File: config.mk
export PLATFORM = sky130hd
export DESIGN_NAME = json_byte_tokenizer_flat
export DESIGN_NICKNAME = d
export VERILOG_FILES = /design/src/hdl/jbt_pkg.sv /design/src/hdl/jbt_if.sv /design/src/hdl/jbt_lexer.sv /design/src/hdl/jbt_out_fifo.sv /design/src/hdl/json_byte_tokenizer.sv /design/src/flat_wrapper.sv
export SDC_FILE = /design/constraint.sdc
export NUM_CORES = 1
export LEC_CHECK = 0
export BUFFER_PORTS_ARGS = -buffer_cell sky130_fd_sc_hd__buf_4
export CAP_MARGIN = 20
export CORE_MARGIN = 5
export CORE_UTILIZATION = 50
export DETAILED_ROUTE_END_ITERATION = 10
export MAX_ROUTING_LAYER = met4
export PLACE_DENSITY = 0.77
export SYNTH_ARGS = -nofsm -noshare
export SYNTH_HDL_FRONTEND = slang
export SYNTH_SLANG_ARGS = --single-unit
File: constraint.sdc
create_clock -name clk -period 6.7 [get_ports clk]
set_clock_uncertainty 0.1 [all_clocks]
set_input_delay 0.335 -clock clk [delete_from_list [all_inputs] [get_ports clk]]
set_output_delay 0.335 -clock clk [all_outputs]
set_load 0.005 [all_outputs]
File: src/hdl/jbt_pkg.sv
`timescale 1ns / 1ps
// ----------------------------------------------------------------------------
// jbt_pkg: shared types and constants of the JSON byte tokenizer
// Character codes, token kinds, field widths and the token record.
// ----------------------------------------------------------------------------
package jbt_pkg;

  // Field widths of the two channels.
  localparam int BYTE_W = 8;
  localparam int KIND_W = 4;
  localparam int POS_W  = 16;
  localparam int NUM_W  = 32;
  localparam int FRAC_W = 5;

  // Token kinds.
  localparam logic [KIND_W-1:0] KIND_LBRACE  = 4'd0;
  localparam logic [KIND_W-1:0] KIND_RBRACE  = 4'd1;
  localparam logic [KIND_W-1:0] KIND_LBRACK  = 4'd2;
  localparam logic [KIND_W-1:0] KIND_RBRACK  = 4'd3;
  localparam logic [KIND_W-1:0] KIND_COLON   = 4'd4;
  localparam logic [KIND_W-1:0] KIND_COMMA   = 4'd5;
  localparam logic [KIND_W-1:0] KIND_INTEGER = 4'd6;
  localparam logic [KIND_W-1:0] KIND_DECIMAL = 4'd7;
  localparam logic [KIND_W-1:0] KIND_STRING  = 4'd8;
  localparam logic [KIND_W-1:0] KIND_NULL    = 4'd9;
  localparam logic [KIND_W-1:0] KIND_UNKNOWN = 4'd10;

  // Character codes the lexer reacts to.
  localparam logic [BYTE_W-1:0] CH_LBRACE = 8'h7B;
  localparam logic [BYTE_W-1:0] CH_RBRACE = 8'h7D;
  localparam logic [BYTE_W-1:0] CH_LBRACK = 8'h5B;
  localparam logic [BYTE_W-1:0] CH_RBRACK = 8'h5D;
  localparam logic [BYTE_W-1:0] CH_COLON  = 8'h3A;
  localparam logic [BYTE_W-1:0] CH_COMMA  = 8'h2C;
  localparam logic [BYTE_W-1:0] CH_N      = 8'h6E;
  localparam logic [BYTE_W-1:0] CH_DOT    = 8'h2E;
  localparam logic [BYTE_W-1:0] CH_MINUS  = 8'h2D;
  localparam logic [BYTE_W-1:0] CH_QUOTE  = 8'h22;
  localparam logic [BYTE_W-1:0] CH_SPACE  = 8'h20;
  localparam logic [BYTE_W-1:0] CH_LF     = 8'h0A;
  localparam logic [BYTE_W-1:0] CH_TAB    = 8'h09;
  localparam logic [BYTE_W-1:0] CH_ZERO   = 8'h30;
  localparam logic [BYTE_W-1:0] CH_NINE   = 8'h39;

  // Bytes skipped after the letter n, and the fraction count ceiling.
  localparam logic [1:0]        SKIP_LEN = 2'd3;
  localparam logic [FRAC_W-1:0] FRAC_MAX = 5'd31;

  // One result word.
  typedef struct packed {
    logic [KIND_W-1:0]        kind;
    logic [POS_W-1:0]         position;
    logic signed [NUM_W-1:0]  number_value;
    logic [FRAC_W-1:0]        fraction_digits;
    logic [POS_W-1:0]         content_start;
    logic [POS_W-1:0]         content_length;
    logic                     last_of_run;
  } jbt_token_t;

endpackage

File: src/hdl/jbt_if.sv
`timescale 1ns / 1ps
// ----------------------------------------------------------------------------
// jbt_if: channel interfaces of the JSON byte tokenizer
// Text byte channel and token channel, each with valid/ready handshake.
// ----------------------------------------------------------------------------
interface jbt_in_if;
  logic                       valid;
  logic                       ready;
  logic [jbt_pkg::BYTE_W-1:0] text_byte;
  logic                       final_byte;

  modport source (output valid, output text_byte, output final_byte, input ready);
  modport sink   (input valid, input text_byte, input final_byte, output ready);
endinterface

interface jbt_out_if;
  logic                             valid;
  logic                             ready;
  logic [jbt_pkg::KIND_W-1:0]       kind;
  logic [jbt_pkg::POS_W-1:0]        position;
  logic signed [jbt_pkg::NUM_W-1:0] number_value;
  logic [jbt_pkg::FRAC_W-1:0]       fraction_digits;
  logic [jbt_pkg::POS_W-1:0]        content_start;
  logic [jbt_pkg::POS_W-1:0]        content_length;
  logic                             last_of_run;

  modport source (output valid, output kind, output position, output number_value,
                  output fraction_digits, output content_start,
                  output content_length, output last_of_run, input ready);
  modport sink   (input valid, input kind, input position, input number_value,
                  input fraction_digits, input content_start,
                  input content_length, input last_of_run, output ready);
endinterface

File: src/hdl/jbt_lexer.sv
`timescale 1ns / 1ps
// ----------------------------------------------------------------------------
// jbt_lexer: scanner state and token formation
// Holds the scan state and, for each accepted byte, forms up to two tokens.
// ----------------------------------------------------------------------------
module jbt_lexer #(
  parameter int OFFSET_WIDTH = 16
) (
  input  logic                       clk,
  input  logic                       rst_n,
  input  logic                       in_fire,
  input  logic [jbt_pkg::BYTE_W-1:0] text_byte,
  input  logic                       final_byte,
  output jbt_pkg::jbt_token_t        tok0,
  output jbt_pkg::jbt_token_t        tok1,
  output logic [1:0]                 tok_count
);

  localparam int OW = OFFSET_WIDTH;

  // Scan modes.
  localparam logic [2:0] MODE_IDLE   = 3'd0;
  localparam logic [2:0] MODE_STRING = 3'd1;
  localparam logic [2:0] MODE_INT    = 3'd2;
  localparam logic [2:0] MODE_FRAC   = 3'd3;
  localparam logic [2:0] MODE_SKIP   = 3'd4;

  logic [2:0]                        mode_r,  mode_nxt;
  logic [1:0]                        skip_r,  skip_nxt;
  logic [OW-1:0]                     off_r,   off_nxt;
  logic [OW-1:0]                     sbeg_r,  sbeg_nxt;
  logic [jbt_pkg::NUM_W-1:0]         acc_r,   acc_nxt;
  logic                              neg_r,   neg_nxt;
  logic                              stop_r,  stop_nxt;
  logic [jbt_pkg::FRAC_W-1:0]        frac_r,  frac_nxt;
  logic                              first_r, first_nxt;

  logic                              is_digit, is_minus, is_dot;
  logic [jbt_pkg::NUM_W-1:0]         acc_x10;
  logic [OW-1:0]                     off_p1, off_p2;
  jbt_pkg::jbt_token_t               tok_a, tok_b, tok_c;
  logic                              a_v, b_v, c_v;
  logic                              do_idle;

  // Builds a token with the run marker cleared.
  function automatic jbt_pkg::jbt_token_t make_tok(
    input logic [jbt_pkg::KIND_W-1:0] kind,
    input logic [OW-1:0]              pos,
    input logic [jbt_pkg::NUM_W-1:0]  val,
    input logic [jbt_pkg::FRAC_W-1:0] frac,
    input logic [OW-1:0]              cs,
    input logic [OW-1:0]              cl
  );
    jbt_pkg::jbt_token_t t;
    t.kind            = kind;
    t.position        = jbt_pkg::POS_W'(pos);
    t.number_value    = val;
    t.fraction_digits = frac;
    t.content_start   = jbt_pkg::POS_W'(cs);
    t.content_length  = jbt_pkg::POS_W'(cl);
    t.last_of_run     = 1'b0;
    return t;
  endfunction

  // Number token from a given accumulator state.
  function automatic jbt_pkg::jbt_token_t num_tok(
    input logic [2:0]                 mode,
    input logic [OW-1:0]              pos,
    input logic [jbt_pkg::NUM_W-1:0]  acc,
    input logic                       neg,
    input logic [jbt_pkg::FRAC_W-1:0] frac
  );
    logic [jbt_pkg::NUM_W-1:0] v;
    v = neg ? (~acc + 1'b1) : acc;
    if (mode == MODE_INT) begin
      return make_tok(jbt_pkg::KIND_INTEGER, pos, v, '0, '0, '0);
    end
    return make_tok(jbt_pkg::KIND_DECIMAL, pos, v, frac, '0, '0);
  endfunction

  // Character classes and the times-ten accumulate step.
  assign is_digit = (text_byte >= jbt_pkg::CH_ZERO) && (text_byte <= jbt_pkg::CH_NINE);
  assign is_minus = (text_byte == jbt_pkg::CH_MINUS);
  assign is_dot   = (text_byte == jbt_pkg::CH_DOT);
  assign acc_x10  = (acc_r << 3) + (acc_r << 1) + {{(jbt_pkg::NUM_W-4){1'b0}}, text_byte[3:0]};
  assign off_p1   = off_r + OW'(1);
  assign off_p2   = off_r + OW'(2);

  // Next scan state and the tokens this byte produces.
  always_comb begin
    mode_nxt  = mode_r;
    skip_nxt  = skip_r;
    off_nxt   = off_r;
    sbeg_nxt  = sbeg_r;
    acc_nxt   = acc_r;
    neg_nxt   = neg_r;
    stop_nxt  = stop_r;
    frac_nxt  = frac_r;
    first_nxt = first_r;
    tok_a     = '0;
    tok_b     = '0;
    tok_c     = '0;
    a_v       = 1'b0;
    b_v       = 1'b0;
    c_v       = 1'b0;
    do_idle   = 1'b0;

    // First phase: extend or end the current construct.
    case (mode_r)
      MODE_INT, MODE_FRAC: begin
        first_nxt = 1'b0;
        if (is_digit) begin
          if (!stop_r) begin
            acc_nxt = acc_x10;
            if (mode_r == MODE_FRAC && frac_r != jbt_pkg::FRAC_MAX) begin
              frac_nxt = frac_r + 1'b1;
            end
          end
        end else if (is_minus) begin
          if (first_r) begin
            neg_nxt = 1'b1;
          end else begin
            stop_nxt = 1'b1;
          end
        end else if (is_dot && mode_r == MODE_INT) begin
          mode_nxt = MODE_FRAC;
        end else begin
          a_v      = 1'b1;
          tok_a    = num_tok(mode_r, off_r, acc_r, neg_r, frac_r);
          mode_nxt = MODE_IDLE;
          do_idle  = 1'b1;
        end
      end
      MODE_STRING: begin
        if (text_byte == jbt_pkg::CH_QUOTE) begin
          a_v      = 1'b1;
          tok_a    = make_tok(jbt_pkg::KIND_STRING, off_p1, '0, '0, sbeg_r, off_r - sbeg_r);
          mode_nxt = MODE_IDLE;
        end
      end
      MODE_SKIP: begin
        if (skip_r > 2'd1) begin
          skip_nxt = skip_r - 1'b1;
        end else begin
          skip_nxt = '0;
          mode_nxt = MODE_IDLE;
        end
      end
      default: begin
        mode_nxt = MODE_IDLE;
        do_idle  = 1'b1;
      end
    endcase

    // Second phase: lex the byte from the idle mode.
    if (do_idle) begin
      case (text_byte)
        jbt_pkg::CH_SPACE, jbt_pkg::CH_LF, jbt_pkg::CH_TAB: begin
        end
        jbt_pkg::CH_LBRACE: begin
          b_v   = 1'b1;
          tok_b = make_tok(jbt_pkg::KIND_LBRACE, off_r, '0, '0, '0, '0);
        end
        jbt_pkg::CH_RBRACE: begin
          b_v   = 1'b1;
          tok_b = make_tok(jbt_pkg::KIND_RBRACE, off_r, '0, '0, '0, '0);
        end
        jbt_pkg::CH_LBRACK: begin
          b_v   = 1'b1;
          tok_b = make_tok(jbt_pkg::KIND_LBRACK, off_r, '0, '0, '0, '0);
        end
        jbt_pkg::CH_RBRACK: begin
          b_v   = 1'b1;
          tok_b = make_tok(jbt_pkg::KIND_RBRACK, off_r, '0, '0, '0, '0);
        end
        jbt_pkg::CH_COLON: begin
          b_v   = 1'b1;
          tok_b = make_tok(jbt_pkg::KIND_COLON, off_r, '0, '0, '0, '0);
        end
        jbt_pkg::CH_COMMA: begin
          b_v   = 1'b1;
          tok_b = make_tok(jbt_pkg::KIND_COMMA, off_r, '0, '0, '0, '0);
        end
        jbt_pkg::CH_QUOTE: begin
          mode_nxt = MODE_STRING;
          sbeg_nxt = off_p1;
        end
        jbt_pkg::CH_N: begin
          b_v      = 1'b1;
          tok_b    = make_tok(jbt_pkg::KIND_NULL, off_r, '0, '0, '0, '0);
          mode_nxt = MODE_SKIP;
          skip_nxt = jbt_pkg::SKIP_LEN;
        end
        default: begin
          if (is_digit || is_minus) begin
            // A number starts; its first character is already folded in.
            mode_nxt  = MODE_INT;
            acc_nxt   = is_digit ? {{(jbt_pkg::NUM_W-4){1'b0}}, text_byte[3:0]} : '0;
            neg_nxt   = is_minus;
            stop_nxt  = 1'b0;
            frac_nxt  = '0;
            first_nxt = 1'b0;
          end else begin
            b_v   = 1'b1;
            tok_b = make_tok(jbt_pkg::KIND_UNKNOWN, off_r, '0, '0, '0, '0);
          end
        end
      endcase
    end

    // End of stream: flush an open number or string, then start over.
    if (final_byte) begin
      if (mode_nxt == MODE_INT || mode_nxt == MODE_FRAC) begin
        c_v   = 1'b1;
        tok_c = num_tok(mode_nxt, off_p1, acc_nxt, neg_nxt, frac_nxt);
      end else if (mode_nxt == MODE_STRING) begin
        c_v   = 1'b1;
        tok_c = make_tok(jbt_pkg::KIND_STRING, off_p2, '0, '0, sbeg_nxt, off_p1 - sbeg_nxt);
      end
      mode_nxt  = MODE_IDLE;
      skip_nxt  = '0;
      off_nxt   = '0;
      sbeg_nxt  = '0;
      acc_nxt   = '0;
      neg_nxt   = 1'b0;
      stop_nxt  = 1'b0;
      frac_nxt  = '0;
      first_nxt = 1'b0;
    end else begin
      off_nxt = off_p1;
    end
  end

  // Pack the tokens in order; at most two are ever present.
  always_comb begin
    tok0      = a_v ? tok_a : (b_v ? tok_b : tok_c);
    tok1      = b_v ? tok_b : tok_c;
    tok_count = 2'(a_v) + 2'(b_v) + 2'(c_v);
    tok0.last_of_run = (tok_count == 2'd1);
    tok1.last_of_run = 1'b1;
  end

  // Scan state registers.
  always_ff @(posedge clk) begin
    if (!rst_n) begin
      mode_r  <= MODE_IDLE;
      skip_r  <= '0;
      off_r   <= '0;
      sbeg_r  <= '0;
      acc_r   <= '0;
      neg_r   <= 1'b0;
      stop_r  <= 1'b0;
      frac_r  <= '0;
      first_r <= 1'b0;
    end else if (in_fire) begin
      mode_r  <= mode_nxt;
      skip_r  <= skip_nxt;
      off_r   <= off_nxt;
      sbeg_r  <= sbeg_nxt;
      acc_r   <= acc_nxt;
      neg_r   <= neg_nxt;
      stop_r  <= stop_nxt;
      frac_r  <= frac_nxt;
      first_r <= first_nxt;
    end
  end

endmodule

File: src/hdl/jbt_out_fifo.sv
`timescale 1ns / 1ps
// ----------------------------------------------------------------------------
// jbt_out_fifo: result buffer of the tokenizer
// Four-word queue that takes up to two tokens per cycle and gives one.
// ----------------------------------------------------------------------------
module jbt_out_fifo (
  input  logic                clk,
  input  logic                rst_n,
  input  logic                push,
  input  jbt_pkg::jbt_token_t tok0,
  input  jbt_pkg::jbt_token_t tok1,
  input  logic [1:0]          tok_count,
  input  logic                pop,
  output jbt_pkg::jbt_token_t head,
  output logic                not_empty,
  output logic                room
);

  jbt_pkg::jbt_token_t mem [4];
  logic [1:0]          wr_r, wr_nxt;
  logic [1:0]          rd_r, rd_nxt;
  logic [2:0]          cnt_r, cnt_nxt;
  logic [1:0]          n_in;

  assign n_in      = push ? tok_count : 2'd0;
  assign head      = mem[rd_r];
  assign not_empty = (cnt_r != 3'd0);
  // Room for a worst-case byte, which yields two words.
  assign room      = (cnt_r <= 3'd2);

  // Pointer and fill count update.
  always_comb begin
    wr_nxt  = wr_r + n_in;
    rd_nxt  = pop ? rd_r + 1'b1 : rd_r;
    cnt_nxt = cnt_r + 3'(n_in) - 3'(pop);
  end

  always_ff @(posedge clk) begin
    if (!rst_n) begin
      wr_r  <= '0;
      rd_r  <= '0;
      cnt_r <= '0;
    end else begin
      wr_r  <= wr_nxt;
      rd_r  <= rd_nxt;
      cnt_r <= cnt_nxt;
    end
  end

  // Word storage; no reset needed.
  always_ff @(posedge clk) begin
    if (n_in != 2'd0) begin
      mem[wr_r] <= tok0;
    end
    if (n_in == 2'd2) begin
      mem[wr_r + 2'd1] <= tok1;
    end
  end

endmodule

File: src/hdl/json_byte_tokenizer.sv
`timescale 1ns / 1ps
// ----------------------------------------------------------------------------
// json_byte_tokenizer: streaming JSON lexer, one byte per cycle while ready
// Channel   Dir  Word                         Meaning
// in_ch     in   text_byte, final_byte        next text byte, end-of-stream mark
// out_ch    out  kind, position, number_value, one token per word
//                fraction_digits, content_*,
//                last_of_run
// A byte is lexed in the cycle it is accepted and its tokens are in the
// result queue at the next edge, so a byte is taken each cycle that has room.
// Bytes that make two tokens fill the four-word queue faster than it drains;
// input ready drops while fewer than two words are free.
// Reset (synchronous, rst_n low) returns the scanner to offset zero, idle.
// A stalled output only blocks input once the queue holds three words.
// ----------------------------------------------------------------------------
module json_byte_tokenizer #(
  parameter int OFFSET_WIDTH = 16
) (
  input  logic      clk,
  input  logic      rst_n,
  jbt_in_if.sink    in_ch,
  jbt_out_if.source out_ch
);

  logic                in_fire;
  logic                room;
  logic                not_empty;
  logic [1:0]          tok_count;
  jbt_pkg::jbt_token_t tok0, tok1, head;

  assign in_ch.ready = room;
  assign in_fire     = in_ch.valid && room;

  // Scanner.
  jbt_lexer #(
    .OFFSET_WIDTH(OFFSET_WIDTH)
  ) u_lexer (
    .clk        (clk),
    .rst_n      (rst_n),
    .in_fire    (in_fire),
    .text_byte  (in_ch.text_byte),
    .final_byte (in_ch.final_byte),
    .tok0       (tok0),
    .tok1       (tok1),
    .tok_count  (tok_count)
  );

  // Result queue.
  jbt_out_fifo u_out_fifo (
    .clk       (clk),
    .rst_n     (rst_n),
    .push      (in_fire),
    .tok0      (tok0),
    .tok1      (tok1),
    .tok_count (tok_count),
    .pop       (not_empty && out_ch.ready),
    .head      (head),
    .not_empty (not_empty),
    .room      (room)
  );

  // Output word.
  assign out_ch.valid           = not_empty;
  assign out_ch.kind            = head.kind;
  assign out_ch.position        = head.position;
  assign out_ch.number_value    = head.number_value;
  assign out_ch.fraction_digits = head.fraction_digits;
  assign out_ch.content_start   = head.content_start;
  assign out_ch.content_length  = head.content_length;
  assign out_ch.last_of_run     = head.last_of_run;

endmodule
File: src/flat_wrapper.sv
// flat-port wrapper written by rule: the top's interface ports become plain ports
module json_byte_tokenizer_flat 
#(
  parameter int OFFSET_WIDTH = 16
)
  (clk, rst_n, in_ch_valid, in_ch_text_byte, in_ch_final_byte, in_ch_ready, out_ch_valid, out_ch_kind, out_ch_position, out_ch_number_value, out_ch_fraction_digits, out_ch_content_start, out_ch_content_length, out_ch_last_of_run, out_ch_ready);
  jbt_in_if in_ch_i ();
  jbt_out_if out_ch_i ();
  input  logic clk;
  input  logic rst_n;
  input wire logic [$bits(in_ch_i.valid)-1:0] in_ch_valid;
  input wire logic [$bits(in_ch_i.text_byte)-1:0] in_ch_text_byte;
  input wire logic [$bits(in_ch_i.final_byte)-1:0] in_ch_final_byte;
  output wire logic [$bits(in_ch_i.ready)-1:0] in_ch_ready;
  output wire logic [$bits(out_ch_i.valid)-1:0] out_ch_valid;
  output wire logic [$bits(out_ch_i.kind)-1:0] out_ch_kind;
  output wire logic [$bits(out_ch_i.position)-1:0] out_ch_position;
  output wire logic [$bits(out_ch_i.number_value)-1:0] out_ch_number_value;
  output wire logic [$bits(out_ch_i.fraction_digits)-1:0] out_ch_fraction_digits;
  output wire logic [$bits(out_ch_i.content_start)-1:0] out_ch_content_start;
  output wire logic [$bits(out_ch_i.content_length)-1:0] out_ch_content_length;
  output wire logic [$bits(out_ch_i.last_of_run)-1:0] out_ch_last_of_run;
  input wire logic [$bits(out_ch_i.ready)-1:0] out_ch_ready;
  assign in_ch_i.valid = in_ch_valid;
  assign in_ch_i.text_byte = in_ch_text_byte;
  assign in_ch_i.final_byte = in_ch_final_byte;
  assign in_ch_ready = in_ch_i.ready;
  assign out_ch_valid = out_ch_i.valid;
  assign out_ch_kind = out_ch_i.kind;
  assign out_ch_position = out_ch_i.position;
  assign out_ch_number_value = out_ch_i.number_value;
  assign out_ch_fraction_digits = out_ch_i.fraction_digits;
  assign out_ch_content_start = out_ch_i.content_start;
  assign out_ch_content_length = out_ch_i.content_length;
  assign out_ch_last_of_run = out_ch_i.last_of_run;
  assign out_ch_i.ready = out_ch_ready;
  json_byte_tokenizer #(.OFFSET_WIDTH(OFFSET_WIDTH)) u_core (.clk(clk), .rst_n(rst_n), .in_ch(in_ch_i), .out_ch(out_ch_i));
endmodule
# Word level (Yosys, flattened, before mapping)
# Memories as Yosys holds them, arrays and structs flattened. A register that Yosys moved wholly into a read port is not among the register bits.
# Cells that the tools add are included.
[totals]
latchBits = 0
mem_bits_rw = 360
word_cells = 176
rom_bits = 0
reg_bits = 84
mem_count = 1
[op_classes]
n_mux = 102
div_mod_pow = 0
n_bitwise = 2
n_shift = 0
multipliers = 0
n_lt_le_gt_ge = 4
addsub = 17
n_eq_ne = 23
reduce_logical = 15
[memory_table]
columns = ["memory", "words", "width", "read_ports", "rd_ports_with_merged_regs", "wr", "line_no", "text"]
rows = [
  ["u_core.u_out_fifo.mem", 4, 90, 1, 1, 2, "jbt_out_fifo.sv:19", "jbt_pkg::jbt_token_t mem [4];"],
]
[op_table]
columns = ["cell", "n"]
rows = [
  ["$mux W90", 15],
  ["$pmux W90 S8", 1],
  ["$mux W32", 9],
  ["$pmux W90 S2", 1],
  ["$add A32 B1 Y32 const B", 2],
  ["$mux W16", 4],
  ["$not A32 Y32", 2],
  ["$eq A8 B6 Y1 const B", 6],
  ["$mux W1", 42],
  ["$eq A8 B7 Y1 const B", 5],
  ["$mux W5", 8],
  ["$add A32 B32 Y32", 1],
  ["$add A32 B4 Y32", 1],
  ["$sub A16 B16 Y16", 2],
  ["$mux W3", 7],
  ["$mux W2", 9],
  ["$pmux W3 S3", 2],
  ["$add A16 B1 Y16 const B", 1],
  ["$add A16 B2 Y16 const B", 1],
  ["$eq A8 B4 Y1 const B", 2],
  ["$eq A3 B2 Y1 const B", 4],
  ["$reduce_or A11 Y1", 1],
  ["$reduce_or A9 Y1", 1],
  ["$ge A8 B6 Y1 const B", 1],
  ["25 further kinds", 35],
]

# Logic depth before layout (Yosys ltp)
[logic_depth]
word_depth = 18
mapped_depth = 23

# By module
# From an unflattened synthesis, not the netlist that was laid out.
[hier_totals]
cells_unflattened = 2552
hier_area_um2 = 28940.3
[modules_own_cells]
columns = ["module", "n_inst", "cells_per_inst", "area_each_um2"]
rows = [
  ["jbt_out_fifo", 1, 925, 17665.7],
  ["jbt_lexer", 1, 1625, 11262.1],
  ["json_byte_tokenizer", 1, 2, 12.5],
]

# Least setup slack after synthesis
# Ideal clock, no wire load.
[synth_path]
path_kind = "input to register"
from = "input port in_ch_text_byte[1]"
to = "memory u_core.u_out_fifo.mem[1][62] in the netlist's numbering (data pin)"
path_stages = 17
arrival_time_ns = 5.513
setup_ns = 0.166
required_time_ns = 6.434
setup_slack_ns = 0.921
cell_sequence = "buf_2 -> nor3b_1 -> o211ai_1 -> a31o_2 -> nand3_1 -> o21ai_0 -> o21ai_1 -> fa_1 -> nor2_1 -> inv_1 -> nand2_1 -> nand2_1 -> nor2_1 -> nor2_1 -> inv_1 -> nand2_1 -> o22ai_1"
[synth_rtl]
columns = ["item", "line_no", "text"]
rows = [
  ["from (decl)", "flat_wrapper.sv:12", "input wire logic [$bits(in_ch_i.text_byte)-1:0] in_ch_text_byte;"],
  ["to (decl)", "jbt_out_fifo.sv:19", ""],
]

==> out/results.ini <==
[clock_tree]
clock_latency_ns = 0.59
htreeDepth = 2
cts_buffers = 45
cts_setup_buffers = 0
clk_pin_slew_ns = 0.06
clockRootBuffer = clkbuf_16
cts_resized = 0
cts_hold_buf = 0
cts_tree = built
cts.sink_count = 446
cts_buffer_depth = 3

[finish]
syn_to_final_growth_pct = 10.3
layout_common_cells = edfxtp_1 (356), nand2_1 (265), o22ai_1 (230), a21oi_1 (225), nor2_1 (182)
insertedDiodeCount = 0
layout_commonest_cell = edfxtp_1
final_cells = 3509
nFillCells = 4588
final_nets = 2842
final_layout_size_suffix_gt1_share_pct = 14.1

[job]
cap_violations = 0

[outcome]
outcome = finished, final reports clean

[synth]
syn_inst = 2729
yosysUniqueCellTypes = 101
netlist_area_um2 = 27600
syn_nets = 2846
yosys.area.top_type_share_pct = 38.7
ys_seq_area_share_pct = 45.2
synth_enable_flop_cells = 356
ys.flop_type = edfxtp_1
synth-seq-cells = 446
yosysWarningCount = 0
synth_area_per_cell_um2 = 10.1
synth_area_leaders = edfxtp_1 (39%), mux4_2 (7.3%), dfxtp_1 (6.5%)
synth_async_sr_flop_share_pct = 0
yosysTopAreaCell = edfxtp_1

[global_routing]
grt_overflow = 0
grt_antenna_before_repair = 0
grt_max_degree = 86
grt_pass1_wl_mm = 141
track_usage_pct = 31.1
grt_pass1_vias = 22800

[placement]
dp_slack_ns = 1.26
dp_hpwl_mm = 62.0
numPortBuffers = 104
gp_congestion = 1.03
place_inst = 3425

[power]
p_leak_nw = 10.2
p_per_area_nw_per_um2 = 261
vdd_drop_max_v = 0.000178

[floorplanning]
ios = 105
die_h_um = 245
core-area_um2 = 55000
initial_utilization_pct = 50.3
dieWidth_um = 245
rows = 86
die_area_um2 = 60100

[sta]
tightestPinTransition_ns = 1.17
fmax_mhz = 182
timing.slew.headroom_pct = 21.8
slew_viol_final = 0
setup_viol = 0
setup-tns-final_ns = 0
grt_setup_unrepaired = no
min_period_ns = 5.50
finalHoldViolCount = 0
fin_ws_ns = 1.20
hold_ws_ns = 0.138
post-route-period-util_pct = 82.1

[detailed_routing]
vias_per_cell = 6.90
drt_wl_total_mm = 93.2
postRouteAntennaNets = 0
drcViolationCount = 0
drt_iter0_drc = 3570
routedWlPerCell_um = 26.6
drt_pass1_iterations = 6
num_vias = 24200

[worst_hold_path]
min_from = in_ch_final_byte
holdPathEnd = u_core.u_lexer.off_r[1]$_SDFFE_PN0P_
hold_depth = 3
hold_class = input pin to flop

[critical_path]
r2r_cells = 16
reg2reg_from = u_core.u_lexer.mode_r[0]$_SDFFE_PN0P_
max_stage_delay_ns = 0.46
path_class = flop to flop
cpLargestDelayFamily = simple AND/OR/NAND/NOR gates
crit_arrival_ns = 5.62
critPathLaunchType = flop
r2r_end = u_core.u_out_fifo.mem[1][20]$_DFFE_PP_
r2r_slack_ns = 1.20
worstPathRequired_ns = 6.82
cp_num_cells = 16
cp_max_fo = 74
cp_slowest_cell = fa_1
path_cells = nor2_2, xor2_1, a31o_2, nand2_1, nor2_2, inv_2, fa_1, nor2_1, inv_1, nand2_1, nand2_1, nor2_2, nor2_1, buf_4, clkinv_2, buf_12
critPathCaptureType = flop
cp_num_buf_inv = 5

## Yosys cell counts, drive strengths merged, types with 6 or more instances
master and count:
o2111ai 8, nand4 12, o21a 12, o21bai 9, a221oi 11, mux4 90
a211oi 8, a21boi 10, a21o 20, mux2i 13, xor2 44, nor3b 18
and4 6, inv 58, edfxtp 356, nand2b 26, fa 6, and3 24
xnor2 72, nor2 191, dfxtp 90, nor2b 57, clkbuf 162, nand2 267
or3 22, nand3b 6, a21oi 230, buf 47, nand3 69, o21ai 149
nor4 9, and2 56, o41ai 10, a31oi 31, ha 98, a32oi 9
a22oi 43, o22ai 230, o211ai 11, o31ai 18, nor3 44
## state kept, by name (all words and copies together), names as in the netlist, 2 cells and up, named ones only
| name | cells |
|---|---|
| u_core.u_out_fifo.mem | 360 |
| u_core.u_lexer.frac_r | 5 |
| u_core.u_out_fifo.wr_r | 2 |
| u_core.u_out_fifo.rd_r | 2 |
| u_core.u_lexer.off_r | 16 |
| u_core.u_lexer.skip_r | 2 |
| u_core.u_out_fifo.cnt_r | 3 |
| u_core.u_lexer.acc_r | 32 |
| u_core.u_lexer.mode_r | 3 |
| u_core.u_lexer.sbeg_r | 16 |
## routing by layer
metal | track usage (%) | part of all wire [%] | vias to the layer above | wire length [um]
met5 | - | 0 | - | 0
met4 | 9.17 | 3.4 | 0 | 3130
met3 | 8.94 | 15 | 235 | 13800
met2 | 43.3 | 42 | 1911 | 39400
met1 | 44.4 | 40 | 11600 | 36800
li1 | - | - | 10400 | -
## how the worst max path moves through the flow
| stage | startpoint | end | slack, ns |
|---|---|---|---|
| 2_1_floorplan | in_ch_text_byte[1] | u_core.u_out_fifo.mem[1][62]$_DFFE_PP_ | 0.92 |
| 3_3_place_gp | u_core.u_lexer.mode_r[0]$_SDFFE_PN0P_ | u_core.u_out_fifo.mem[1][20]$_DFFE_PP_ | 1.34 |
| 3_5_place_dp | in_ch_text_byte[2] | u_core.u_out_fifo.mem[1][31]$_DFFE_PP_ | 1.26 |
| 4_1_cts | u_core.u_lexer.mode_r[0]$_SDFFE_PN0P_ | u_core.u_out_fifo.mem[1][20]$_DFFE_PP_ | 1.29 |
| 5_1_grt | u_core.u_lexer.mode_r[1]$_SDFFE_PN0P_ | u_core.u_out_fifo.mem[1][20]$_DFFE_PP_ | 0.86 |
| 6_report | u_core.u_lexer.mode_r[0]$_SDFFE_PN0P_ | u_core.u_out_fifo.mem[1][20]$_DFFE_PP_ | 1.20 |
## worst register-to-register path: cells and delay by family, from the launching register on
kind,cells,cell delay (ns)
simple gates,8,2.00
buf+inv,5,1.52
fa+ha+maj,1,0.47
flops,1,0.43
xor+xnor,1,0.31
compound gates,1,0.25
## power breakdown
| group | total (mW) | internal [mW] | switching, mW |
|---|---|---|---|
| Sequential | 3.41 | 3.27 | 0.148 |
| Clock | 2.50 | 1.41 | 1.09 |
| Combinational | 2.05 | 0.903 | 1.15 |
| Total | 7.96 | 5.58 | 2.39 |
## through the flow
stage                     power, mW  cell area (um2)  util, %
after floorplan                4.51            27600        -
after CTS                      7.97            30500     55.4
after global routing           8.21            30500     55.5
after global placement         5.49            29100     52.9
final                          7.96            30500     55.5
after detailed placement       5.51            29100     52.9
## layout make-up
type / instances / area, um2 / area share, %
inverter: 60 / 231 / 0.759
timing repair buffer: 158 / 1250 / 4.10
clock inverter: 24 / 188 / 0.616
multi-input combinational: 2014 / 14200 / 46.4
sequential: 446 / 12500 / 41.0
tap: 748 / 936 / 3.07
clock buffer: 59 / 1230 / 4.04
## kinds of logic (layout without fill, tap and decap cells)
logic type / count (synthesis) / in the layout / synth area share (%)
fa+ha+maj: 104 / 104 / 4.87
xor+xnor: 116 / 116 / 3.70
buf+inv: 269 / 301 / 3.79
simple gates: 826 / 826 / 14.7
mux: 107 / 107 / 7.97
compound gates: 861 / 861 / 19.8
flops: 446 / 446 / 45.2
(Power assumes the default switching activity.)
